**src/rtl/bb3_pkg.sv**
```systemverilog
package bb3_pkg;

  // fixed field widths
  localparam int DIM_W      = 11;
  localparam int DIM_MAX    = (1 << DIM_W) - 1;
  localparam int POS_W      = DIM_W + 1;
  localparam int CFG_IDX_W  = 1;
  localparam int CFG_DATA_W = DIM_W;
  localparam int CHAN_W     = 8;
  localparam int PIX_W      = 3 * CHAN_W;
  localparam int SUM_W      = 12;
  localparam int CNT_W      = 4;
  localparam int NUM_W      = SUM_W + 1;
  localparam int RECIP_W    = 16;

  // parameter defaults
  localparam int DEF_MAX_WIDTH  = 1024;
  localparam int DEF_MAX_HEIGHT = 1024;

  // register reset values
  localparam logic [DIM_W-1:0] RESET_WIDTH  = 11'd640;
  localparam logic [DIM_W-1:0] RESET_HEIGHT = 11'd480;

  // register indexes
  localparam logic [CFG_IDX_W-1:0] REG_IMAGE_WIDTH  = 1'b0;
  localparam logic [CFG_IDX_W-1:0] REG_IMAGE_HEIGHT = 1'b1;

  // input word kinds
  localparam logic FUNC_PIXEL = 1'b0;
  localparam logic FUNC_DRAIN = 1'b1;

  // reciprocals for exact floor division by 3 and 9 (numerator < 2^13)
  localparam logic [RECIP_W-1:0] RECIP3 = 16'd43691;
  localparam logic [RECIP_W-1:0] RECIP9 = 16'd58255;
  localparam int SHIFT3 = 17;
  localparam int SHIFT9 = 19;

  // position flags of one input word
  typedef struct packed {
    logic emit;
    logic top;
    logic bottom;
    logic left;
    logic right;
    logic last;
  } pos_flags_t;

  // per-channel sums and divisor code of one result
  typedef struct packed {
    logic [SUM_W-1:0] red;
    logic [SUM_W-1:0] green;
    logic [SUM_W-1:0] blue;
    logic [CNT_W-1:0] cnt;
    logic [1:0]       pow2;
    logic [1:0]       pow3;
    logic             last;
  } sum_word_t;

  // (2*sum + cnt) / (2*cnt), divisor = 2^pow2 * 3^pow3
  function automatic logic [CHAN_W-1:0] round_mean(input logic [SUM_W-1:0] sum,
                                                    input logic [CNT_W-1:0] cnt,
                                                    input logic [1:0]       pow2,
                                                    input logic [1:0]       pow3);
    logic [NUM_W-1:0]         num;
    logic [NUM_W-1:0]         part;
    logic [RECIP_W-1:0]       recip;
    logic [NUM_W+RECIP_W-1:0] prod;
    logic [NUM_W-1:0]         q;
    num   = {sum, 1'b0} + NUM_W'(cnt);
    part  = num >> pow2;
    recip = (pow3 == 2'd2) ? RECIP9 : RECIP3;
    prod  = (NUM_W+RECIP_W)'(part) * (NUM_W+RECIP_W)'(recip);
    case (pow3)
      2'd1:    q = NUM_W'(prod >> SHIFT3);
      2'd2:    q = NUM_W'(prod >> SHIFT9);
      default: q = part;
    endcase
    return q[CHAN_W-1:0];
  endfunction

endpackage

```
**src/rtl/bb3_if.sv**
```systemverilog


// result channel: one blurred pixel
interface bb3_out_if import bb3_pkg::*; ();
  logic              valid;
  logic              ready;
  logic [CHAN_W-1:0] out_red;
  logic [CHAN_W-1:0] out_green;
  logic [CHAN_W-1:0] out_blue;
  logic              last_pixel;

  modport source (output valid, out_red, out_green, out_blue, last_pixel, input ready);
  modport sink   (input valid, out_red, out_green, out_blue, last_pixel, output ready);
endinterface

```
**src/rtl/bb3_mean.sv**
```systemverilog
module bb3_mean import bb3_pkg::*; (
  input  logic        clk,
  input  logic        rst_n,
  input  logic        in_valid,
  input  sum_word_t   in_word,
  output logic        in_ready,
  bb3_out_if.source   out_ch
);

  logic              out_v_r;
  logic [CHAN_W-1:0] red_r, green_r, blue_r;
  logic              last_r;
  logic              load;

  assign in_ready = !out_v_r || out_ch.ready;
  assign load     = in_valid && in_ready;

  always_ff @(posedge clk) begin
    if (!rst_n) begin
      out_v_r <= 1'b0;
    end else if (load) begin
      out_v_r <= 1'b1;
    end else if (out_ch.ready) begin
      out_v_r <= 1'b0;
    end
  end

  // rounded mean per channel into the result register
  always_ff @(posedge clk) begin
    if (load) begin
      red_r   <= round_mean(in_word.red,   in_word.cnt, in_word.pow2, in_word.pow3);
      green_r <= round_mean(in_word.green, in_word.cnt, in_word.pow2, in_word.pow3);
      blue_r  <= round_mean(in_word.blue,  in_word.cnt, in_word.pow2, in_word.pow3);
      last_r  <= in_word.last;
    end
  end

  assign out_ch.valid      = out_v_r;
  assign out_ch.out_red    = red_r;
  assign out_ch.out_green  = green_r;
  assign out_ch.out_blue   = blue_r;
  assign out_ch.last_pixel = last_r;

endmodule

```
**src/flat_wrapper.sv**
```systemverilog
// flat-port wrapper written by rule: the top's interface ports become plain ports
module bb3_mean_flat import bb3_pkg::*;
  (clk, rst_n, in_valid, in_word, in_ready, out_ch_valid, out_ch_out_red, out_ch_out_green, out_ch_out_blue, out_ch_last_pixel, out_ch_ready);
  bb3_out_if out_ch_i ();
  input  logic clk;
  input  logic rst_n;
  input  logic in_valid;
  input  sum_word_t in_word;
  output logic in_ready;
  output wire logic [$bits(out_ch_i.valid)-1:0] out_ch_valid;
  output wire logic [$bits(out_ch_i.out_red)-1:0] out_ch_out_red;
  output wire logic [$bits(out_ch_i.out_green)-1:0] out_ch_out_green;
  output wire logic [$bits(out_ch_i.out_blue)-1:0] out_ch_out_blue;
  output wire logic [$bits(out_ch_i.last_pixel)-1:0] out_ch_last_pixel;
  input wire logic [$bits(out_ch_i.ready)-1:0] out_ch_ready;
  assign out_ch_valid = out_ch_i.valid;
  assign out_ch_out_red = out_ch_i.out_red;
  assign out_ch_out_green = out_ch_i.out_green;
  assign out_ch_out_blue = out_ch_i.out_blue;
  assign out_ch_last_pixel = out_ch_i.last_pixel;
  assign out_ch_i.ready = out_ch_ready;
  bb3_mean u_core (.clk(clk), .rst_n(rst_n), .in_valid(in_valid), .in_word(in_word), .in_ready(in_ready), .out_ch(out_ch_i));
endmodule
```
**config.mk**
```make
export PLATFORM = sky130hd
export DESIGN_NAME = bb3_mean_flat
export DESIGN_NICKNAME = d
export VERILOG_FILES = /design/src/rtl/bb3_pkg.sv /design/src/rtl/bb3_if.sv /design/src/rtl/bb3_mean.sv /design/src/flat_wrapper.sv
export SDC_FILE = /design/constraint.sdc
export NUM_CORES = 1
export LEC_CHECK = 0
export ABC_CLOCK_PERIOD_IN_PS = 7400
export CAP_MARGIN = 20
export CORE_ASPECT_RATIO = 1.2
export CORE_MARGIN = 5
export CORE_UTILIZATION = 50
export CTS_CLUSTER_SIZE = 8
export DETAILED_ROUTE_END_ITERATION = 8
export DONT_BUFFER_PORTS = 1
export PLACE_DENSITY = 0.68
export SLEW_MARGIN = 20
export SYNTH_ARGS = -nofsm -noshare
export SYNTH_HDL_FRONTEND = slang
export SYNTH_SLANG_ARGS = --single-unit
```
**constraint.sdc**
```tcl
create_clock -name clk -period 7.4 [get_ports clk]
set_clock_uncertainty 0.1 [all_clocks]
set_input_delay 0.37 -clock clk [delete_from_list [all_inputs] [get_ports clk]]
set_output_delay 0.37 -clock clk [all_outputs]
set_load 0.01 [all_outputs]
```
==> run_results.csv <==
group,metric,value,unit
run_status,status,"finished clean",
clock_tree,clk_root_buffer_cell,"clkbuf_16",
floorplanning,die_h,201,um
finish,antenna_cells,0,
timing,setup_violations,0,
finish,n_fill_cell,2842,
clock_tree,insertion_delay,0.27,ns
worst_setup_path,critical_path_class,"in -> reg",
routing,drt_iter0_drc,637,
worst_setup_path,cpPeakStageDelay,0.66,ns
hold_path,hold_end,"u_core.out_ch.last_pixel",
floorplanning,dieWidth,169,um
grt,global_route.overflow_total,0,
routing,firstDrtPassIters,5,
worst_setup_path,worstSetupStartpointType,"input port",
routing,viasPerCell,5.63,
logic_synthesis,netlist_area,15200,um2
floorplanning,rows,70,
clock_tree,cts_buffers,3,
worst_setup_path,r2r_cells,3,
finish,final_common_cell,"inv_1",
worst_setup_path,reg2reg_slack,5.65,ns
logic_synthesis,yosysUniqueCellTypes,81,
finish,mostFrequentLayoutCells,"435 x inv_1, 250 x fa_1, 250 x ha_1, 122 x nor2_1, 80 x buf_4",
grt,antenna_found_initial,0,
timing,hold_viol_final,0,
routing,wl,42400,um
routing,drc_errors,0,
floorplanning,pin_count,76,
floorplanning,coreArea,30300,um2
worst_setup_path,worst_r2r_endpoint,"u_core.out_ch.out_green[0]",
hold_path,hp-start,"in_word[0]",
timing,fin_crit_sh,96.4,%
logic_synthesis,postSynthAreaPerCell,8.80,um2
logic_synthesis,synth_warnings,0,
timing,period_needed,7.13,ns
timing,drv_slew,0,
worst_setup_path,cp.arrival,7.04,ns
floorplanning,start_util,50.3,%
clock_tree,clk_pin_slew,0.08,ns
grt,grt_pass1_wl,69200,um
timing,clock.fmax,140,MHz
worst_setup_path,required,7.31,ns
run,drv_cap,0,
logic_synthesis,synth_cells,1732,
logic_synthesis,async_reset_ff_share,0,%
grt,grt_max_degree,83,
finish,fin_util,53.8,%
floorplanning,dieArea,34100,um2
routing,antenna_left,0,
worst_setup_path,critical-path-top-delay-family,"adder cells",
finish,layout.nets,2326,
routing,num_vias,12200,
timing,worst_pin_slew,0.985,ns
logic_synthesis,synth_nets,2284,
placed_design,dp_hpwl,37900,um
routing,wl_per_cell,19.6,um
worst_setup_path,crit_fanout,6,
grt,globalRouteTotalUtil,25.6,%
logic_synthesis,ys_seq_elements,26,
worst_setup_path,crit_slowest_cell,"fa_1",
hold_path,hp-class,"in -> reg",
clock_tree,htreeDepth,1,
logic_synthesis,synth.yosys.seq_area_share,5.05,%
clock_tree,cts_tree,"yes",
worst_setup_path,reg2reg_from,"u_core.out_ch.valid",
worst_setup_path,path_common_cell,"fa_1",
finish,drive_gt1_share,7.39,%
clock_tree,clock_path_buffers,2,
timing,fin_tns_setup,0,ns
timing,maxSlewHeadroom,34.1,%
logic_synthesis,synth_ff_type,"edfxtp_1",
placed_design,gp_congestion,0.950,
placed_design,portBuffers,0,
logic_synthesis,synth_edf_count,25,
hold_path,hold_depth,0,
worst_setup_path,cp_num_buf_inv,4,
clock_tree,cts.sinks,26,
worst_setup_path,endpoint_kind,"flop",
worst_setup_path,worstSetupPathDepth,26,
grt,grt_pass1_vias,13400,
finish,syn_to_final_growth,6.99,%
logic make-up (layout without fill, tap and decap cells):
logic type,count (synthesis),after routing,share of synthesized area [%]
XOR/XNOR,47,47,2.75
adder cells (fa/ha/maj),503,503,53.7
AND/OR/NAND/NOR,367,367,11.6
AO/OA/AOI/OAI,279,279,12.8
buffers and inverters,482,523,12.0
multiplexers,28,28,2.04
flip-flops,26,26,5.05
cell usage after synthesis (all sizes together), types with 4 or more instances:
| cell type | count | area, um2 |
|---|---|---|
| a21oi | 62 | 322 |
| a211oi | 17 | 133 |
| inv | 438 | 1640 |
| edfxtp | 25 | 751 |
| buf | 13 | 68.8 |
| or3 | 6 | 37.5 |
| o21ai | 48 | 240 |
| nor2 | 125 | 472 |
| a2bb2oi | 5 | 43.8 |
| xor2 | 19 | 166 |
| a2111oi | 4 | 53.8 |
| a21o | 14 | 105 |
| mux2 | 5 | 56.3 |
| nor3b | 4 | 30.0 |
| fa | 252 | 5040 |
| o221ai | 4 | 35.0 |
| a32oi | 6 | 52.6 |
| nor2b | 10 | 70.1 |
| a211o | 7 | 61.3 |
| o41a | 4 | 45.0 |
| nand3 | 42 | 210 |
| a22oi | 6 | 45.0 |
| o211ai | 20 | 150 |
| mux2i | 21 | 210 |
| nor3 | 14 | 70.1 |
| xnor2 | 28 | 253 |
| nor4 | 4 | 25.0 |
| nand2b | 17 | 106 |
| a31o | 5 | 43.8 |
| o21bai | 4 | 30.0 |
| nand4 | 14 | 109 |
| clkbuf | 31 | 116 |
| a31oi | 23 | 144 |
| a41oi | 4 | 35.0 |
| and3 | 17 | 106 |
| nand2 | 79 | 297 |
| a21boi | 5 | 37.5 |
| ha | 251 | 3140 |
| and2 | 22 | 138 |
| o21a | 6 | 45.0 |
| o31ai | 6 | 45.0 |
| and4 | 6 | 52.6 |
worst max-delay path by stage:
stage	from	endpoint	slack, ns
floorplan	in_word[6]	u_core.out_ch.out_red[4]	0.05
global placement	in_word[6]	u_core.out_ch.out_red[2]	0.03
detailed placement	in_word[6]	u_core.out_ch.out_red[2]	-0.10
CTS	in_word[6]	u_core.out_ch.out_red[2]	0.18
global route	in_word[6]	u_core.out_ch.out_red[2]	-0.01
finish	in_word[8]	u_core.out_ch.out_green[7]	0.27
through the flow:
stage	worst slack [ns]	area, um2	hold slack (ns)	cells
floorplan	0.0477	15200	0.369	1732
global placement	0.0298	16200	0.369	2165
detailed placement	-0.100	16200	0.369	2165
CTS	0.178	16300	0.0896	2169
global route	-0.0125	16300	0.0821	2169
finish	0.267	16300	0.0917	2169
final cells by class:
cell class              count  area, um2  area share [%]
clock buffers               3       75.1           0.460
clock inverters             1       3.75          0.0230
flip-flops and latches     26        771            4.72
repair buffers             81        621            3.80
multi-input cells        1224      12700            77.9
well taps                 396        495            3.04
inverters                 438       1640            10.1
state kept, by name (all words and copies together) (netlist names):
register and cells:
u_core.out_ch.out_blue 8, u_core.out_ch.out_green 8, u_core.out_ch.out_red 8, u_core.out_ch.valid 1, u_core.out_ch.last_pixel 1
timing repair:
| action | in CTS | in global routing |
|---|---|---|
| setup endpoints to repair | 0 | 20 |
| hold endpoints to repair | 0 | 0 |
| gates resized for setup | 0 | 16 |
| buffers inserted | 0 | 0 |
| hold buffers | 0 | 0 |
routing by layer:
layer | up-vias | part of all wire [%] | GRT usage [%]
met3 | 122 | 5.4 | 3.52
met4 | 0 | 6.6 | 13.0
li1 | 5737 | - | -
met2 | 367 | 51 | 46.6
met5 | - | 0 | 0
met1 | 5979 | 37 | 29.0
worst reg2reg max path: cells and delay by family, from the launching register on:
family | cells | cell delay, ns
and+or+nand+nor | 2 | 0.60
DFF | 1 | 0.34
buffers and inverters | 1 | 0.38
Power is not shown: default switching activity piles up to over one toggle a cycle in this logic, so the estimate is an artifact.
