--- config.mk ---
export PLATFORM = sky130hd
export DESIGN_NAME = bb3_raster
export DESIGN_NICKNAME = d
export VERILOG_FILES = /design/src/rtl/bb3_pkg.sv /design/src/rtl/bb3_raster.sv
export SDC_FILE = /design/constraint.sdc
export NUM_CORES = 1
export LEC_CHECK = 0
export ABC_AREA = 1
export BUFFER_PORTS_ARGS = -buffer_cell sky130_fd_sc_hd__buf_2
export CELL_PAD_IN_SITES_DETAIL_PLACEMENT = 1
export CELL_PAD_IN_SITES_GLOBAL_PLACEMENT = 2
export CORE_ASPECT_RATIO = 0.7
export CORE_MARGIN = 3
export CORE_UTILIZATION = 36
export CTS_CLUSTER_SIZE = 20
export DETAILED_ROUTE_END_ITERATION = 10
export PLACE_DENSITY_LB_ADDON = 0.15
export REMOVE_ABC_BUFFERS = 1
export SYNTH_ARGS = -nofsm -noshare
export SYNTH_HDL_FRONTEND = slang
export SYNTH_SLANG_ARGS = --single-unit
--- constraint.sdc ---
create_clock -name clk -period 10.2 [get_ports clk]
set_clock_uncertainty 0.15 [all_clocks]
set_input_delay 0.51 -clock clk [delete_from_list [all_inputs] [get_ports clk]]
set_output_delay 0.51 -clock clk [all_outputs]
set_load 0.02 [all_outputs]
--- src/rtl/bb3_pkg.sv ---
package bb3_pkg;

  // fixed field widths
  localparam int DIM_W      = 11;
  localparam int DIM_MAX    = (1 << DIM_W) - 1;
  localparam int POS_W      = DIM_W + 1;
  localparam int CFG_IDX_W  = 1;
  localparam int CFG_DATA_W = DIM_W;
  localparam int CHAN_W     = 8;
  localparam int PIX_W      = 3 * CHAN_W;
  localparam int SUM_W      = 12;
  localparam int CNT_W      = 4;
  localparam int NUM_W      = SUM_W + 1;
  localparam int RECIP_W    = 16;

  // parameter defaults
  localparam int DEF_MAX_WIDTH  = 1024;
  localparam int DEF_MAX_HEIGHT = 1024;

  // register reset values
  localparam logic [DIM_W-1:0] RESET_WIDTH  = 11'd640;
  localparam logic [DIM_W-1:0] RESET_HEIGHT = 11'd480;

  // register indexes
  localparam logic [CFG_IDX_W-1:0] REG_IMAGE_WIDTH  = 1'b0;
  localparam logic [CFG_IDX_W-1:0] REG_IMAGE_HEIGHT = 1'b1;

  // input word kinds
  localparam logic FUNC_PIXEL = 1'b0;
  localparam logic FUNC_DRAIN = 1'b1;

  // reciprocals for exact floor division by 3 and 9 (numerator < 2^13)
  localparam logic [RECIP_W-1:0] RECIP3 = 16'd43691;
  localparam logic [RECIP_W-1:0] RECIP9 = 16'd58255;
  localparam int SHIFT3 = 17;
  localparam int SHIFT9 = 19;

  // position flags of one input word
  typedef struct packed {
    logic emit;
    logic top;
    logic bottom;
    logic left;
    logic right;
    logic last;
  } pos_flags_t;

  // per-channel sums and divisor code of one result
  typedef struct packed {
    logic [SUM_W-1:0] red;
    logic [SUM_W-1:0] green;
    logic [SUM_W-1:0] blue;
    logic [CNT_W-1:0] cnt;
    logic [1:0]       pow2;
    logic [1:0]       pow3;
    logic             last;
  } sum_word_t;

  // (2*sum + cnt) / (2*cnt), divisor = 2^pow2 * 3^pow3
  function automatic logic [CHAN_W-1:0] round_mean(input logic [SUM_W-1:0] sum,
                                                    input logic [CNT_W-1:0] cnt,
                                                    input logic [1:0]       pow2,
                                                    input logic [1:0]       pow3);
    logic [NUM_W-1:0]         num;
    logic [NUM_W-1:0]         part;
    logic [RECIP_W-1:0]       recip;
    logic [NUM_W+RECIP_W-1:0] prod;
    logic [NUM_W-1:0]         q;
    num   = {sum, 1'b0} + NUM_W'(cnt);
    part  = num >> pow2;
    recip = (pow3 == 2'd2) ? RECIP9 : RECIP3;
    prod  = (NUM_W+RECIP_W)'(part) * (NUM_W+RECIP_W)'(recip);
    case (pow3)
      2'd1:    q = NUM_W'(prod >> SHIFT3);
      2'd2:    q = NUM_W'(prod >> SHIFT9);
      default: q = part;
    endcase
    return q[CHAN_W-1:0];
  endfunction

endpackage

--- src/rtl/bb3_raster.sv ---
module bb3_raster import bb3_pkg::*; #(
  parameter int ADDR_W = 10
) (
  input  logic              clk,
  input  logic              rst_n,
  input  logic              adv,
  input  logic [POS_W-1:0]  width,
  input  logic [POS_W-1:0]  height,
  output logic [ADDR_W-1:0] x,
  output pos_flags_t        flags
);

  logic [ADDR_W-1:0] col_r, col_nxt;
  logic [DIM_W-1:0]  row_r, row_nxt;
  logic              done_r, done_nxt;

  logic [POS_W-1:0]  c0, xw, xn, ccw, ccp1, crp1;
  logic [DIM_W-1:0]  r0, y, cr;
  logic              xpos;

  // position of this word, its center pixel and the next position
  always_comb begin
    c0 = done_r ? '0 : POS_W'(col_r);
    r0 = done_r ? '0 : row_r;
    // column beyond a narrowed width wraps to the next row
    if (c0 >= width) begin
      xw = '0;
      y  = r0 + DIM_W'(1);
    end else begin
      xw = c0;
      y  = r0;
    end
    xpos = (xw != '0);
    cr   = xpos ? y - DIM_W'(1) : y - DIM_W'(2);
    ccw  = xpos ? xw - POS_W'(1) : width - POS_W'(1);
    crp1 = POS_W'(cr) + POS_W'(1);
    ccp1 = ccw + POS_W'(1);

    flags.emit   = (y >= DIM_W'(2)) || ((y == DIM_W'(1)) && xpos);
    flags.top    = (cr == '0);
    flags.bottom = (crp1 >= height);
    flags.left   = (ccw == '0);
    flags.right  = (ccp1 >= width);
    flags.last   = flags.emit && (crp1 == height) && (ccp1 == width);

    xn = xw + POS_W'(1);
    if (xn >= width) begin
      col_nxt = '0;
      row_nxt = y + DIM_W'(1);
    end else begin
      col_nxt = ADDR_W'(xn);
      row_nxt = y;
    end
    done_nxt = flags.last;
    x        = ADDR_W'(xw);
  end

  always_ff @(posedge clk) begin
    if (!rst_n) begin
      col_r  <= '0;
      row_r  <= '0;
      done_r <= 1'b0;
    end else if (adv) begin
      col_r  <= col_nxt;
      row_r  <= row_nxt;
      done_r <= done_nxt;
    end
  end

endmodule

==> impl_metrics.prom <==
# TYPE chip_impl_metric gauge
chip_impl_metric{name="clk_pin_slew",unit="ns"} 0.06
chip_impl_info{name="worst_r2r_endpoint",value="done_r"} 1
chip_impl_metric{name="fin_setup_tns",unit="ns"} 0
chip_impl_info{name="status",value="finished clean"} 1
chip_impl_info{name="path_class",value="flip-flop to output pin"} 1
chip_impl_info{name="most_frequently_used_cell_type_in_the_post_synthesis_netlist",value="sky130_fd_sc_hd__nand2_1"} 1
chip_impl_metric{name="cell_internal_pwr",unit="mW"} 0.220
chip_impl_metric{name="async_flop_share",unit="%"} 0
chip_impl_metric{name="timing.slew.headroom",unit="%"} 54.3
chip_impl_metric{name="die_w",unit="um"} 139
chip_impl_info{name="cts_tree",value="yes"} 1
chip_impl_metric{name="row_count",unit=""} 33
chip_impl_metric{name="diodes",unit=""} 0
chip_impl_metric{name="global_route.overflow_total",unit=""} 0
chip_impl_metric{name="worst_r2r_path_depth",unit=""} 35
chip_impl_metric{name="ctsResizeCount",unit=""} 0
chip_impl_metric{name="cts_num_sinks",unit=""} 22
chip_impl_metric{name="share_comb_of_total_power",unit="%"} 57.2
chip_impl_metric{name="flop_and_latch_count_out_of_synthesis",unit=""} 22
chip_impl_metric{name="synth_cell_type_count",unit=""} 45
chip_impl_metric{name="drt_first_pass_iters",unit=""} 4
chip_impl_metric{name="worst_path_arrival",unit="ns"} 6.61
chip_impl_metric{name="post-dp-hpwl",unit="um"} 12500
chip_impl_info{name="worstHoldStart",value="col_r[6]"} 1
chip_impl_metric{name="power.total",unit="mW"} 0.411
chip_impl_metric{name="p_per_area",unit="nW/um^2"} 84.4
chip_impl_metric{name="cts.path.max_buffers",unit=""} 2
chip_impl_metric{name="htree_levels",unit=""} 1
chip_impl_metric{name="slew_viol_final",unit=""} 0
chip_impl_metric{name="post_drt_wl_per_cell",unit="um"} 16.0
chip_impl_metric{name="p_sw_share",unit="%"} 46.4
chip_impl_metric{name="area.sequential",unit="um^2"} 440
chip_impl_metric{name="multiInputGateArea",unit="um^2"} 3460
chip_impl_metric{name="fp.dieArea",unit="um^2"} 13700
chip_impl_metric{name="io_pins",unit=""} 43
chip_impl_metric{name="layout.nets",unit=""} 836
chip_impl_metric{name="remaining_drc_errors",unit=""} 0
chip_impl_metric{name="p_sw",unit="mW"} 0.191
chip_impl_info{name="critical_path.startpoint_type",value="flip-flop"} 1
chip_impl_metric{name="mappedNetlistArea",unit="um^2"} 4440
chip_impl_metric{name="synth_enable_flop_cells",unit=""} 0
chip_impl_metric{name="gpl.final_weighted_congestion",unit=""} 0.863
chip_impl_metric{name="layout-drive-gt1-share",unit="%"} 18.2
chip_impl_metric{name="critical_path_required",unit="ns"} 9.54
chip_impl_metric{name="max_freq",unit="MHz"} 138
chip_impl_metric{name="maxCapViolCount",unit=""} 0
chip_impl_metric{name="grt_max_degree",unit=""} 19
chip_impl_metric{name="p_leak",unit="nW"} 2.66
chip_impl_metric{name="total_length_of_routed_wires",unit="um"} 14500
chip_impl_metric{name="timing.reg2reg.setup_slack",unit="ns"} 3.86
chip_impl_info{name="synth_flop_cell",value="sky130_fd_sc_hd__dfxtp_1"} 1
chip_impl_metric{name="synthToLayoutAreaGrowth",unit="%"} 9.66
chip_impl_metric{name="1st_iter_drt_viols",unit=""} 135
chip_impl_metric{name="route.detailed.vias_per_inst",unit=""} 4.99
chip_impl_metric{name="critical-path-max-stage-delay",unit="ns"} 0.69
chip_impl_info{name="hold_path_class",value="flip-flop to flip-flop"} 1
chip_impl_metric{name="hold_ws",unit="ns"} 0.322
chip_impl_metric{name="clock_network_fraction_of_total_power",unit="%"} 20.5
chip_impl_info{name="crit-reg2reg-launch",value="done_r"} 1
chip_impl_metric{name="period_share",unit="%"} 71.2
chip_impl_metric{name="timing_worst_slew_pin_value",unit="ns"} 0.683
chip_impl_metric{name="grt_first_pass_wirelength",unit="um"} 23700
chip_impl_metric{name="post_cts_hold_buffer_count",unit=""} 0
chip_impl_metric{name="floorplan.initialDensity",unit="%"} 37.3
chip_impl_info{name="crit_path_frequent_cell",value="sky130_fd_sc_hd__nand2_1"} 1
chip_impl_info{name="grt_setup_unrepaired",value="false"} 1
chip_impl_metric{name="die_height",unit="um"} 98.9
chip_impl_metric{name="count_of_port_buffers_added_during_placement",unit=""} 42
chip_impl_info{name="synthDominantAreaCellType",value="sky130_fd_sc_hd__ha_1"} 1
chip_impl_metric{name="vias_in_the_first_global_route",unit=""} 4686
chip_impl_info{name="hold_end",value="col_r[6]"} 1
chip_impl_metric{name="global_route.usage.total",unit="%"} 21.1
chip_impl_metric{name="worstHoldPathCells",unit=""} 2
chip_impl_metric{name="number_of_antenna_violations_at_the_first_check_in_global_routing",unit=""} 0
chip_impl_metric{name="fillers",unit=""} 1645
chip_impl_metric{name="synthesis.instances",unit=""} 711
chip_impl_metric{name="pwr-share-seq",unit="%"} 22.3
chip_impl_metric{name="finalSetupViolations",unit=""} 0
chip_impl_metric{name="finalWorstPathRequiredPeriod",unit="ns"} 7.27
chip_impl_metric{name="cts_inserted_buffers",unit=""} 3
chip_impl_metric{name="crit_fanout",unit=""} 18
chip_impl_metric{name="post_cts.repair.setup_buffers",unit=""} 0
chip_impl_metric{name="syn-mean-instance-area",unit="um^2"} 6.25
chip_impl_metric{name="ys_warn_count",unit=""} 0
chip_impl_metric{name="yosysSeqAreaShare",unit="%"} 9.92
chip_impl_metric{name="finalHoldViolCount",unit=""} 0
chip_impl_metric{name="clkLatencyLatePin",unit="ns"} 0.26
chip_impl_metric{name="placed_area",unit="um^2"} 4790
chip_impl_metric{name="vdd.ir_drop.worst",unit="mV"} 0.0823
chip_impl_info{name="post_synth_most_frequent_cells",value="174 x sky130_fd_sc_hd__nand2_1, 110 x sky130_fd_sc_hd__inv_1, 65 x sky130_fd_sc_hd__nor2_1, 59 x sky130_fd_sc_hd__ha_1, 43 x sky130_fd_sc_hd__nand3_1"} 1
chip_impl_metric{name="core_area",unit="um^2"} 11900
chip_impl_info{name="synthTopCellsByArea",value="sky130_fd_sc_hd__ha_1 17%, sky130_fd_sc_hd__nand2_1 15%, sky130_fd_sc_hd__dfxtp_1 9.9%, sky130_fd_sc_hd__inv_1 9.3%, sky130_fd_sc_hd__nor2_1 5.5%"} 1
chip_impl_info{name="crit_path_end_kind",value="output pin"} 1
chip_impl_metric{name="synth.top_cell.area_share",unit="%"} 16.6
chip_impl_info{name="cp_slowest_cell",value="sky130_fd_sc_hd__dfxtp_1"} 1
chip_impl_metric{name="vias",unit=""} 4519
chip_impl_metric{name="drt.antenna.violating_nets",unit=""} 0
chip_impl_info{name="root_driver",value="sky130_fd_sc_hd__clkbuf_16"} 1
chip_impl_metric{name="final_design_area_no_fill",unit="um^2"} 4870
power groups by stage:
stage	Clock [mW]	Sequential [mW]	Combinational, mW
2_1_floorplan	0	0.0926	0.175
3_3_place_gp	0	0.0938	0.226
3_5_place_dp	0	0.0937	0.235
4_1_cts	0.0857	0.0918	0.236
5_1_grt	0.0888	0.0922	0.269
6_report	0.0841	0.0918	0.235
cell usage in the layout, fill, tap and decap left out, types with 2 or more instances in the layout:
master / instances
sky130_fd_sc_hd__nand3_4: 2
sky130_fd_sc_hd__xor2_2: 9
sky130_fd_sc_hd__clkbuf_16: 3
sky130_fd_sc_hd__a21oi_1: 37
sky130_fd_sc_hd__nand2_2: 16
sky130_fd_sc_hd__ha_1: 59
sky130_fd_sc_hd__a2111oi_0: 2
sky130_fd_sc_hd__o21ai_0: 26
sky130_fd_sc_hd__dfxtp_1: 22
sky130_fd_sc_hd__buf_2: 42
sky130_fd_sc_hd__xor2_4: 2
sky130_fd_sc_hd__nor3_1: 11
sky130_fd_sc_hd__nand4_1: 10
sky130_fd_sc_hd__inv_1: 110
sky130_fd_sc_hd__o21ai_1: 6
sky130_fd_sc_hd__nand3_2: 7
sky130_fd_sc_hd__o211ai_1: 3
sky130_fd_sc_hd__nor2_4: 6
sky130_fd_sc_hd__inv_2: 16
sky130_fd_sc_hd__nor4_1: 3
sky130_fd_sc_hd__nor2_1: 65
sky130_fd_sc_hd__nand3b_1: 2
sky130_fd_sc_hd__nand3_1: 43
sky130_fd_sc_hd__nor2_2: 13
sky130_fd_sc_hd__xnor2_1: 7
sky130_fd_sc_hd__o21ai_2: 7
sky130_fd_sc_hd__xor2_1: 25
sky130_fd_sc_hd__nand2_4: 5
sky130_fd_sc_hd__nand2_1: 174
layout make-up:
cell class / count / area share, %
Inverter: 129 / 10.1
Sequential cell: 22 / 9.04
Multi-Input combinational cell: 552 / 71.0
Timing Repair Buffer: 42 / 4.32
Clock buffer: 3 / 1.54
Tap cell: 157 / 4.03
registers in the layout, summed over array words and instances (netlist names):
register	cells
row_r	11
col_r	10
done_r	1
how the worst max path moves through the flow:
stage / start / end / cells after the start
global placement: done_r / flags[1] / 35
detailed placement: done_r / flags[1] / 35
floorplan: done_r / flags[0] / 33
finish: done_r / flags[1] / 35
global route: done_r / flags[1] / 34
CTS: done_r / flags[1] / 35
worst max-delay path, delay by kind of cell, from the launching register on:
family          cells  cell delay (ns)
compound gates      3             0.74
xor+xnor            1             0.19
fa+ha+maj           4             1.05
buf+inv             5             0.74
flops               1             0.69
simple gates       22             2.90
metrics by stage:
| step | util [%] | std cells | setup slack [ns] |
|---|---|---|---|
| 5_1_grt | 41.0 | 905 | 2.30 |
| 3_5_place_dp | 40.3 | 902 | 3.26 |
| 2_1_floorplan | - | 703 | 3.82 |
| 6_report | 41.0 | 905 | 2.93 |
| 3_3_place_gp | 40.3 | 902 | 3.56 |
| 4_1_cts | 41.0 | 905 | 2.98 |
per-layer routing:
metal / wire, um / track usage (%) / up-vias
met5: 0 / 0 / -
met4: 36 / 2.11 / 0
met3: 384 / 1.50 / 2
met2: 6200 / 34.5 / 60
met1: 7890 / 31.6 / 2130
li1: - / - / 2327
logic make-up (layout without fill, tap and decap cells):
| kind of cell | Yosys count | count (layout) | share of synthesized area [%] |
|---|---|---|---|
| adder cells (fa/ha/maj) | 59 | 59 | 16.6 |
| AO/OA/AOI/OAI | 86 | 86 | 11.4 |
| AND/OR/NAND/NOR | 364 | 364 | 39.0 |
| flip-flops | 22 | 22 | 9.92 |
| XOR/XNOR | 43 | 43 | 10.8 |
| buffers and inverters | 137 | 174 | 12.2 |
No activity file was read; power rests on OpenSTA's default activity.
