--- src/rtl/bb3_pkg.sv ---
package bb3_pkg;

  // fixed field widths
  localparam int DIM_W      = 11;
  localparam int DIM_MAX    = (1 << DIM_W) - 1;
  localparam int POS_W      = DIM_W + 1;
  localparam int CFG_IDX_W  = 1;
  localparam int CFG_DATA_W = DIM_W;
  localparam int CHAN_W     = 8;
  localparam int PIX_W      = 3 * CHAN_W;
  localparam int SUM_W      = 12;
  localparam int CNT_W      = 4;
  localparam int NUM_W      = SUM_W + 1;
  localparam int RECIP_W    = 16;

  // parameter defaults
  localparam int DEF_MAX_WIDTH  = 1024;
  localparam int DEF_MAX_HEIGHT = 1024;

  // register reset values
  localparam logic [DIM_W-1:0] RESET_WIDTH  = 11'd640;
  localparam logic [DIM_W-1:0] RESET_HEIGHT = 11'd480;

  // register indexes
  localparam logic [CFG_IDX_W-1:0] REG_IMAGE_WIDTH  = 1'b0;
  localparam logic [CFG_IDX_W-1:0] REG_IMAGE_HEIGHT = 1'b1;

  // input word kinds
  localparam logic FUNC_PIXEL = 1'b0;
  localparam logic FUNC_DRAIN = 1'b1;

  // reciprocals for exact floor division by 3 and 9 (numerator < 2^13)
  localparam logic [RECIP_W-1:0] RECIP3 = 16'd43691;
  localparam logic [RECIP_W-1:0] RECIP9 = 16'd58255;
  localparam int SHIFT3 = 17;
  localparam int SHIFT9 = 19;

  // position flags of one input word
  typedef struct packed {
    logic emit;
    logic top;
    logic bottom;
    logic left;
    logic right;
    logic last;
  } pos_flags_t;

  // per-channel sums and divisor code of one result
  typedef struct packed {
    logic [SUM_W-1:0] red;
    logic [SUM_W-1:0] green;
    logic [SUM_W-1:0] blue;
    logic [CNT_W-1:0] cnt;
    logic [1:0]       pow2;
    logic [1:0]       pow3;
    logic             last;
  } sum_word_t;

  // (2*sum + cnt) / (2*cnt), divisor = 2^pow2 * 3^pow3
  function automatic logic [CHAN_W-1:0] round_mean(input logic [SUM_W-1:0] sum,
                                                    input logic [CNT_W-1:0] cnt,
                                                    input logic [1:0]       pow2,
                                                    input logic [1:0]       pow3);
    logic [NUM_W-1:0]         num;
    logic [NUM_W-1:0]         part;
    logic [RECIP_W-1:0]       recip;
    logic [NUM_W+RECIP_W-1:0] prod;
    logic [NUM_W-1:0]         q;
    num   = {sum, 1'b0} + NUM_W'(cnt);
    part  = num >> pow2;
    recip = (pow3 == 2'd2) ? RECIP9 : RECIP3;
    prod  = (NUM_W+RECIP_W)'(part) * (NUM_W+RECIP_W)'(recip);
    case (pow3)
      2'd1:    q = NUM_W'(prod >> SHIFT3);
      2'd2:    q = NUM_W'(prod >> SHIFT9);
      default: q = part;
    endcase
    return q[CHAN_W-1:0];
  endfunction

endpackage

--- src/rtl/bb3_window_sum.sv ---
module bb3_window_sum import bb3_pkg::*; (
  input  logic             clk,
  input  logic             rst_n,
  input  logic             in_go,
  input  logic [PIX_W-1:0] up,
  input  logic [PIX_W-1:0] mid,
  input  logic [PIX_W-1:0] pix,
  input  pos_flags_t       flags,
  output logic             in_ready,
  output logic             sum_valid,
  output sum_word_t        sum_word,
  input  logic             sum_ready
);

  logic [PIX_W-1:0] win_r [3][3];
  logic             s2_v_r;
  pos_flags_t       s2_flags_r;
  logic             s3_v_r;
  sum_word_t        s3_word_r, s3_nxt;

  logic             s3_free, s2_leave, s3_load;
  logic [2:0]       row_en, col_en;
  logic [1:0]       rc, cc;

  // handshake between window and sum stages
  assign s3_free  = !s3_v_r || sum_ready;
  assign s2_leave = s2_v_r && (!s2_flags_r.emit || s3_free);
  assign s3_load  = s2_v_r && s2_flags_r.emit && s3_free;
  assign in_ready = !s2_v_r || s2_leave;

  // 3x3 window shifts left, new column enters on the right
  always_ff @(posedge clk) begin
    if (!rst_n) begin
      for (int r = 0; r < 3; r++) begin
        for (int c = 0; c < 3; c++) begin
          win_r[r][c] <= '0;
        end
      end
    end else if (in_go) begin
      for (int r = 0; r < 3; r++) begin
        win_r[r][0] <= win_r[r][1];
        win_r[r][1] <= win_r[r][2];
      end
      win_r[0][2] <= up;
      win_r[1][2] <= mid;
      win_r[2][2] <= pix;
    end
  end

  always_ff @(posedge clk) begin
    if (!rst_n) begin
      s2_v_r <= 1'b0;
    end else if (in_go) begin
      s2_v_r <= 1'b1;
    end else if (s2_leave) begin
      s2_v_r <= 1'b0;
    end
  end

  always_ff @(posedge clk) begin
    if (in_go) begin
      s2_flags_r <= flags;
    end
  end

  // masked sums over in-frame neighbors
  always_comb begin
    row_en = {!s2_flags_r.bottom, 1'b1, !s2_flags_r.top};
    col_en = {!s2_flags_r.right, 1'b1, !s2_flags_r.left};
    s3_nxt = '0;
    for (int r = 0; r < 3; r++) begin
      for (int c = 0; c < 3; c++) begin
        if (row_en[r] && col_en[c]) begin
          s3_nxt.red   = s3_nxt.red   + SUM_W'(win_r[r][c][2*CHAN_W +: CHAN_W]);
          s3_nxt.green = s3_nxt.green + SUM_W'(win_r[r][c][CHAN_W +: CHAN_W]);
          s3_nxt.blue  = s3_nxt.blue  + SUM_W'(win_r[r][c][0 +: CHAN_W]);
        end
      end
    end
    rc = 2'd1 + 2'(row_en[0]) + 2'(row_en[2]);
    cc = 2'd1 + 2'(col_en[0]) + 2'(col_en[2]);
    s3_nxt.cnt  = CNT_W'(rc) * CNT_W'(cc);
    s3_nxt.pow2 = 2'd1 + 2'(rc == 2'd2) + 2'(cc == 2'd2);
    s3_nxt.pow3 = 2'(rc == 2'd3) + 2'(cc == 2'd3);
    s3_nxt.last = s2_flags_r.last;
  end

  always_ff @(posedge clk) begin
    if (!rst_n) begin
      s3_v_r <= 1'b0;
    end else if (s3_load) begin
      s3_v_r <= 1'b1;
    end else if (sum_ready) begin
      s3_v_r <= 1'b0;
    end
  end

  always_ff @(posedge clk) begin
    if (s3_load) begin
      s3_word_r <= s3_nxt;
    end
  end

  assign sum_valid = s3_v_r;
  assign sum_word  = s3_word_r;

endmodule

--- config.mk ---
export PLATFORM = sky130hd
export DESIGN_NAME = bb3_window_sum
export DESIGN_NICKNAME = d
export VERILOG_FILES = /design/src/rtl/bb3_pkg.sv /design/src/rtl/bb3_window_sum.sv
export SDC_FILE = /design/constraint.sdc
export NUM_CORES = 1
export LEC_CHECK = 0
export ABC_AREA = 1
export BUFFER_PORTS_ARGS = -buffer_cell sky130_fd_sc_hd__buf_2
export CORE_ASPECT_RATIO = 0.6
export CORE_MARGIN = 2
export CORE_UTILIZATION = 65
export CTS_CLUSTER_DIAMETER = 100
export DETAILED_ROUTE_END_ITERATION = 8
export MAX_ROUTING_LAYER = met4
export PLACE_DENSITY = 0.82
export SYNTH_ARGS = -nofsm -noshare
export SYNTH_HDL_FRONTEND = slang
export SYNTH_SLANG_ARGS = --single-unit
--- constraint.sdc ---
create_clock -name clk -period 15.19 [get_ports clk]
set_input_delay 3.7975 -clock clk [delete_from_list [all_inputs] [get_ports clk]]
set_output_delay 3.7975 -clock clk [all_outputs]
set_load 0.05 [all_outputs]
==> summary.md, run 1 <==
| Metric | Value |
|---|---|
| H-Tree Depth | 1 |
| Max VDD drop | ~0.094 mV |
| CP required | ~16 ns |
| Wirelength per Cell | about 15 um |
| Max-slew headroom | approximately 28% |
| Share of the synthesized area in the top cell type | between 30 and 40% |
| Wire length of the first global-routing pass | 78100 um |
| # diodes | 0 |
| Synth Flop Type | edfxtp_1 |
| CP Buf/Inv Count | 13 |
| Syn_nets | slightly below 3000 |
| Overall power | 2.48 mW |
| Most used cell, CP | inv_1 |
| Max-Cap Viols | 0 |
| Final Worst Setup Slack | approximately 5.2 ns |
| Crit path max fanout | 24 |
| Final hold vios | 0 |
| Final Slew Violations | 0 |
| Cts hold-fix bufs | 0 |
| Die W | ~230 um |
| Vias in the first global route | approximately 17000 |
| Count leader, synth | inv_1 |
| Crit path time final | about 10 ns |
| Average cell area after synthesis | ~7.8 sq um |
| Clk_skew | approximately 0.020 ns |
| Clk sinks | 269 |
| Number of synthesized flops with an enable pin | 267 |
| Largest net degree at the start of global routing | roughly 160 |
| Post-CTS sizing | 0 |
| Clk buf depth | 3 |
| Outcome | finished, final reports clean |
| Arrival @ worst endpoint | approximately 10 ns |
| HP Class | reg -> reg |
| DIE AREA | approximately 33000 sq um |
| DP Wirelength | 34900 um |
| FFs w/ async S/R, synth | 0% |
| CTS clk-pin slew, worst paths | around 0.060 ns |
| GRT Max-Usage Layer | met2 |
| Met3 usage | around 4.0% |
| Num ports | 129 |
| Setup TNS | 0 ns |
| Final Wtd Congestion | between 0.9 and 1 |
| Period utilization | 66.1% |
| Initial antenna violation count | 0 |
| Worst setup EP type | register |
| Num CTS Buffers | 27 |
| Post-synthesis cell type count | 47 |
| M2 GR Usage | roughly 50% |
| Clock root cell | clkbuf_16 |
| Share of cells above drive strength 1 | 10.1% |
| Total GRT Usage | 29.6% |
| Synth top cells by count | inv_1, nand2_1, nor2_1 |
| Total gr overflow | 0 |
| Placed insts | approximately 3100 |
| Synthesized instance count | 2637 |
| Flops & latches, synth | 269 |
| Starting Density | 66.1% |
| WS Path Type | reg -> reg |
| Port bufs | between 100 and 150 |
| FP Rows | 50 |
| Area of the core | about 31000 sq um |
| Finish-stage setup viols | 0 |
| Final instance area | approximately 23000 sq um |
| TritonCTS clock tree | built |
| Die Y | between 100 and 150 um |
| Crit path launch type | register |
| Family with the most delay on the worst path | adder cells |
| Slew of the pin with the lowest slew margin | 1.07 ns |
| Iteration-0 DRC Markers | ~1300 |
| Slowest CP cell | edfxtp_1 |
| DRT Wirelength | 47100 um |
| Unrepaired setup endpoints after global routing | false |
| Pleak | around 11 nW |
| Max Freq | 99.6 MHz |
| Pre-CTS WS | roughly 5.3 ns |
| Max incr delay on CP | 0.74 ns |
| Nets | about 3100 |
| Worst-Skew Late Latency | 0.56 ns |
| Synth top area cells | edfxtp_1, ha_1, inv_1 |
| DRT antenna net count | 0 |
| Post CTS Setup Buffer Count | 0 |
| Sequential fraction of the synthesis area | a little under 40% |
| DR vias/cell | around 5.4 |
| Non-Filler Instances | 3184 |
| Cell Area, Placed | 21700 sq um |
| Largest area contributor in the netlist | edfxtp_1 |
| Area grow syn2layout | 9.18% |
| Pwr dens | roughly 110 nW/um^2 |
| M1 GR Usage | 38.7% |
| Fillcell total | approximately 2400 |
| Yosys warns | 0 |
| DR vias | approximately 17000 |
| Cell area after synthesis | a little over 20000 sq um |
| Drt drc | 0 |
| First drt pass iteration count | 7 |
[flip-flops by register name, summed over array words and instances (netlist names)]
| register | cells |
|---|---|
| sum_valid | 1 |
| s2_v_r | 1 |
| s2_flags_r | 6 |
| sum_word | 45 |
| win_r | 216 |
[power breakdown]
part	total, mW	internal [mW]	switching [mW]
Sequential	0.912	0.883	0.0294
Combinational	0.916	0.326	0.590
Clock	0.651	0.357	0.294
[area by class of cell]
cell class	instances	area [sq um]	share of cell area, %
inverter	533	2000	8.88
clock buffer	37	743	3.30
multi-input combinational	1775	10400	46.0
sequential	269	8060	35.8
clock inverter	11	78.8	0.350
timing repair buffer	143	766	3.40
tap	416	520	2.31
[stage by stage]
step | utilization [%] | hold slack, ns
floorplan | - | 0.400
global placement | 69.5 | 0.455
detailed placement | 69.5 | 0.450
CTS | 72.1 | 0.464
global route | 72.1 | 0.475
finish | 72.1 | 0.464
[routing by layer]
metal	vias up	part of all wire (%)
li1	8725	-
met1	7887	45
met2	418	48
met3	68	5.4
met4	0	1.9
met5	-	0
[placed cells by master, fill, tap and decap left out, types with 12 or more instances in the layout]
cell and instances:
a31oi_1 16, nand3_1 76, ha_1 198, edfxtp_1 267, o31ai_1 20, or2_2 12
xnor2_1 25, a21oi_1 163, nand3_2 14, inv_2 18, clkbuf_16 27, nand2_1 439
inv_1 511, buf_2 128, nor2_1 425, nand2_2 33, buf_4 14, o21ai_0 181
fa_1 24, xor2_1 38, nand4_1 15
[logic make-up (layout without fill, tap and decap cells)]
| kind of cell | count (synthesis) | count (layout) | synth area share (%) |
|---|---|---|---|
| AO/OA/AOI/OAI | 426 | 426 | 11.2 |
| XOR/XNOR | 63 | 63 | 2.68 |
| adder cells (fa/ha/maj) | 222 | 222 | 14.3 |
| buffers and inverters | 593 | 724 | 10.8 |
| flip-flops | 269 | 269 | 39.1 |
| AND/OR/NAND/NOR | 1064 | 1064 | 21.9 |
[worst paths after layout]
| kind | slack, ns | to | start | depth (start not counted) |
|---|---|---|---|---|
| worst max-delay path | 5.15 | sum_word[44] | s2_flags_r[4] | 56 |
| worst min-delay path | 0.46 | sum_word[0] | s2_flags_r[0] | 0 |
| worst max register to register | 5.15 | sum_word[44] | s2_flags_r[4] | 56 |
| worst min register to register | 0.46 | sum_word[0] | s2_flags_r[0] | 0 |
(Power assumes the default switching activity.)
==> run 2: changes to the inputs <==
CORE_UTILIZATION = 57   (was 65)
PLACE_DENSITY = 0.76   (was 0.82)
clock period = 8.9 ns   (was 15.19 ns; I/O delays follow)
==> summary.md, run 2 (synthesis results as in run 1) <==
| Metric | Value |
|---|---|
| Max-slew headroom | a little over a tenth |
| DIE AREA | 37800 sq um |
| Port bufs | 128 |
| Max-Cap Viols | 0 |
| Largest Register | win_r |
| Met3 usage | around 3.3% |
| Final hold vios | 0 |
| WS Path Type | reg -> reg |
| Clk sinks | between 200 and 300 |
| DR vias | roughly 17000 |
| First drt pass iteration count | 5 |
| Cts hold-fix bufs | 0 |
| Commonest non-fill, non-tap cell in the layout | inv_1 |
| Crit path launch type | register |
| Unrepaired setup endpoints after global routing | true |
| Vias in the first global route | 16700 |
| Period utilization | between 90 and 100% |
| Starting Density | 58.4% |
| # diodes | 0 |
| Pleak | 11.4 nW |
| Nets | 3091 |
| Fillcell total | 2940 |
| CTS clk-pin slew, worst paths | 0.07 ns |
| Die Y | about 150 um |
| Largest net degree at the start of global routing | 177 |
| HP Class | reg -> reg |
| Iteration-0 DRC Markers | 1203 |
| FP Rows | between 50 and 60 |
| Total gr overflow | 0 |
| Drt drc | 0 |
| Clk buf depth | 3 |
| Most used cell, CP | inv_1 |
| Worst setup EP type | register |
| Max reg flops | 216 |
| Most frequent cells in the layout | inv_1, nand2_1, nor2_1 |
| M1 GR Usage | between 30% and 40% |
| Finish-stage setup viols | 0 |
| Pwr dens | slightly below 200 nW/um^2 |
| Core Util, Final | between 60% and 70% |
| Area grow syn2layout | 14.6% |
| Final Wtd Congestion | between 0.9 and 1 |
| Area of the core | about 35000 sq um |
| Clk_skew | roughly 0.015 ns |
| Outcome | finished, final reports clean |
| TritonCTS clock tree | built |
| Max Freq | 116 MHz |
| Slowest CP cell | fa_1 |
| Clock root cell | clkbuf_16 |
| Share of cells above drive strength 1 | 15.7% |
| Wire length of the first global-routing pass | 76700 um |
| Die W | approximately 250 um |
| DRT Wirelength | 47800 um |
| DR vias/cell | between 5 and 6 |
| Multi-input logic area | 11000 sq um |
| Max VDD drop | roughly 0.16 mV |
| Max incr delay on CP | 0.49 ns |
| Crit path time final | between 8 and 9 ns |
| H-Tree Depth | 1 |
| Wirelength per Cell | 14.6 um |
| Num CTS Buffers | 28 |
| M2 GR Usage | 43.8% |
| Final Slew Violations | 0 |
| Initial antenna violation count | 0 |
| CP required | 9.24 ns |
| Slew of the pin with the lowest slew margin | around 1.3 ns |
| FF+latch area | around 8000 sq um |
| Worst-Skew Late Latency | between 0.5 and 0.6 ns |
| Crit path max fanout | 4 |
| Num ports | 129 |
| Total GRT Usage | 25.4% |
| Setup TNS | 0 ns |
| Arrival @ worst endpoint | ~8.9 ns |
| GRT Max-Usage Layer | met2 |
| DP Wirelength | 34100 um |
| DRT antenna net count | 0 |
## run 2: where the power goes
part	total [mW]	leakage (nW)	switching [mW]	internal, mW
clock	1.21	0.437	0.523	0.682
combinational	1.78	8.10	1.10	0.685
sequential	1.56	2.87	0.0501	1.51
total	4.54	11.4	1.67	2.87
## run 2: metrics by stage
stage	setup slack (ns)	hold WS (ns)	std cells	area [sq um]	power [mW]
6_report	0.296	0.489	3276	23600	4.54
5_1_grt	-0.366	0.499	3276	23600	4.85
4_1_cts	0.00417	0.484	3246	22800	4.34
3_5_place_dp	-0.265	0.470	3193	21800	3.12
3_3_place_gp	0.246	0.469	3193	21800	3.04
2_1_floorplan	0.0172	0.400	2637	20600	2.77
## run 2: repair_timing
item,CTS,global route
pin swaps,1,60
setup buffers,1,30
setup endpoints to repair,5,17
endpoints found under the hold margin,0,0
gates resized for setup,7,190
## run 2: final cells by class
type                    instances  share of cell area (%)
well taps                     467                    2.47
inverters                     533                    8.46
clock inverters                18                   0.725
multi-input cells            1775                    46.6
repair buffers                180                    4.50
flip-flops and latches        269                    34.1
clock buffers                  34                    3.15
## run 2: worst paths after layout
kind | cells past startpoint | from | endpoint | slack (ns)
worst max-delay path | 51 | s2_flags_r[2] | sum_word[44] | 0.30
worst min-delay path | 0 | s2_flags_r[0] | sum_word[0] | 0.49
worst max register to register | 51 | s2_flags_r[2] | sum_word[44] | 0.30
worst min register to register | 0 | s2_flags_r[0] | sum_word[0] | 0.49
## run 2: per-layer routing
metal  vias to the layer above  part of all wire (%)  wire length [um]
met5                         -                     0                 0
met4                         0                   2.2              1050
met3                        88                   4.8              2320
met2                       412                    48             23000
met1                      8077                    45             21500
li1                       8820                     -                 -
## run 2: critical path: cells and delay by family (launching register included)
kind,cells,cell delay (ns)
flops,1,0.38
compound gates,14,1.75
buf+inv,12,0.93
fa+ha+maj,9,3.37
xor+xnor,1,0.33
simple gates,15,1.64
==> run 3: changes to the inputs <==
CORE_UTILIZATION = 32   (was 57)
PLACE_DENSITY = 0.46   (was 0.76)
==> summary.md, run 3 (synthesis results as in run 1) <==
| Metric | Value |
|---|---|
| Num ports | 129 |
| Crit path launch type | register |
| H-Tree Depth | 1 |
| Crit path time final | 8.36 ns |
| HP Class | reg -> reg |
| WS Path Type | reg -> reg |
| Die W | roughly 330 um |
| Final hold slack | roughly 0.42 ns |
| Hold path start | s2_flags_r[0] |
| Starting Density | ~32% |
| # diodes | 0 |
| Finish-stage setup viols | 0 |
| Slowest CP cell | fa_2 |
| NetSw | around 1.8 mW |
| Clock root cell | clkbuf_16 |
| CP startpoint | s2_flags_r[4] |
| Nets | about 3100 |
| Outcome | finished, final reports clean |
| Crit path max fanout | 3 |
| Die Y | ~200 um |
| Pre-CTS WS | -0.177 ns |
| Clock network power share | approximately 30% |
| DR vias/cell | ~4.6 |
| Unrepaired setup endpoints after global routing | true |
| Max reg flops | about 220 |
| Max-slew headroom | about 28% |
| Final Slew Violations | 0 |
| Sw Ratio | a little over a third |
| Port bufs | roughly 130 |
| DRT Wirelength | roughly 52000 um |
| Final hold vios | 0 |
| Clk_skew | ~0.019 ns |
| Largest net degree at the start of global routing | 166 |
| Wirelength per Cell | around 14 um |
| Vias in the first global route | 17000 |
| Largest Register | win_r |
| DRT antenna net count | 0 |
| Sequential power share | between 30 and 40% |
| Initial antenna violation count | 0 |
| Commonest non-fill, non-tap cell in the layout | inv_1 |
| Area of the core | about 64000 sq um |
| CTS clk-pin slew, worst paths | 0.06 ns |
| Combinational share of power | 38.4% |
| Slew of the pin with the lowest slew margin | 1.08 ns |
| Drt drc | 0 |
| Pwr dens | 197 nW/um^2 |
| Final Worst Setup Slack | between 0.5 and 0.6 ns |
| Max VDD drop | about 0.15 mV |
| Period utilization | a little over nine tenths |
| Overall power | 4.87 mW |
| Final Wtd Congestion | a little under 0.9 |
| Share of cells above drive strength 1 | between 10% and 20% |
| CP required | a little over 9 ns |
| Max incr delay on CP | between 0.5 and 0.6 ns |
| Area grow syn2layout | 19.9% |
| Pleak | roughly 12 nW |
| First drt pass iteration count | 5 |
| FP Rows | 72 |
| Worst r2r src | s2_flags_r[4] |
| Clk buf depth | 3 |
| Wire length of the first global-routing pass | around 84000 um |
| DP Wirelength | ~38000 um |
| Most frequent cells in the layout | inv_1, nand2_1, nor2_1 |
| Worst-Skew Late Latency | 0.61 ns |
| Internal power | between 3 and 4 mW |
| DR vias | around 17000 |
| TritonCTS clock tree | built |
| Worst setup EP type | register |
| Max Freq | approximately 120 MHz |
| Iteration-0 DRC Markers | between 700 and 800 |
| Max-Cap Viols | 0 |
| Total GRT Usage | 15.8% |
| Arrival @ worst endpoint | 8.73 ns |
| Cts hold-fix bufs | 0 |
| Setup TNS | 0 ns |
| Num CTS Buffers | 31 |
| Clk sinks | 269 |
| DIE AREA | ~67000 sq um |
| Total gr overflow | 0 |
| Most used cell, CP | inv_1 |
[run 3: final timing paths]
kind / endpoint / slack (ns) / depth (start not counted)
setup / recovery: sum_word[44] / 0.54 / 45
hold / removal: sum_word[0] / 0.42 / 0
setup reg to reg: sum_word[44] / 0.54 / 45
hold reg to reg: sum_word[0] / 0.42 / 0
[run 3: metrics by stage]
| step | instances | cell area [sq um] | util (%) |
|---|---|---|---|
| 2_1_floorplan | 2637 | 20600 | - |
| 3_3_place_gp | 3597 | 22400 | 35.0 |
| 3_5_place_dp | 3597 | 22400 | 35.0 |
| 4_1_cts | 3654 | 23600 | 36.8 |
| 5_1_grt | 3688 | 24700 | 38.6 |
| 6_report | 3688 | 24700 | 38.6 |
[run 3: worst max-delay path: cells and delay by family (launching register included)]
kind            cells  cell delay, ns
simple gates       18            2.09
buf+inv             9            0.67
flops               1            0.45
fa+ha+maj           9            3.82
compound gates      9            1.08
[run 3: power groups by stage]
stage	sequential, mW	clock [mW]	combinational (mW)
after detailed placement	1.58	0	1.59
after floorplan	1.62	0	1.15
final	1.56	1.44	1.87
after global placement	1.58	0	1.57
after CTS	1.56	1.50	1.61
after global routing	1.57	1.53	2.14
[run 3: cell type report]
| class | count | area (sq um) |
|---|---|---|
| clock buffers | 33 | 783 |
| clock inverters | 24 | 325 |
| fillers | 6551 | 39300 |
| inverters | 533 | 2000 |
| multi-input cells | 1775 | 11300 |
| flip-flops and latches | 269 | 8060 |
| well taps | 851 | 1060 |
| repair buffers | 203 | 1240 |
[run 3: per-layer routing]
metal,track usage (%),vias to the layer above,wire [um]
li1,-,8870,-
met1,21.9,7912,26900
met2,24.6,189,22300
met3,2.27,56,1600
met4,3.29,0,1040
met5,-,-,0
[run 3: repair_timing]
action | CTS | global route
endpoints found under the hold margin | 0 | 0
setup endpoints to repair | 3 | 20
resized for setup | 5 | 248
setup buffers | 0 | 34
cloned | 0 | 0
pin swaps | 0 | 74
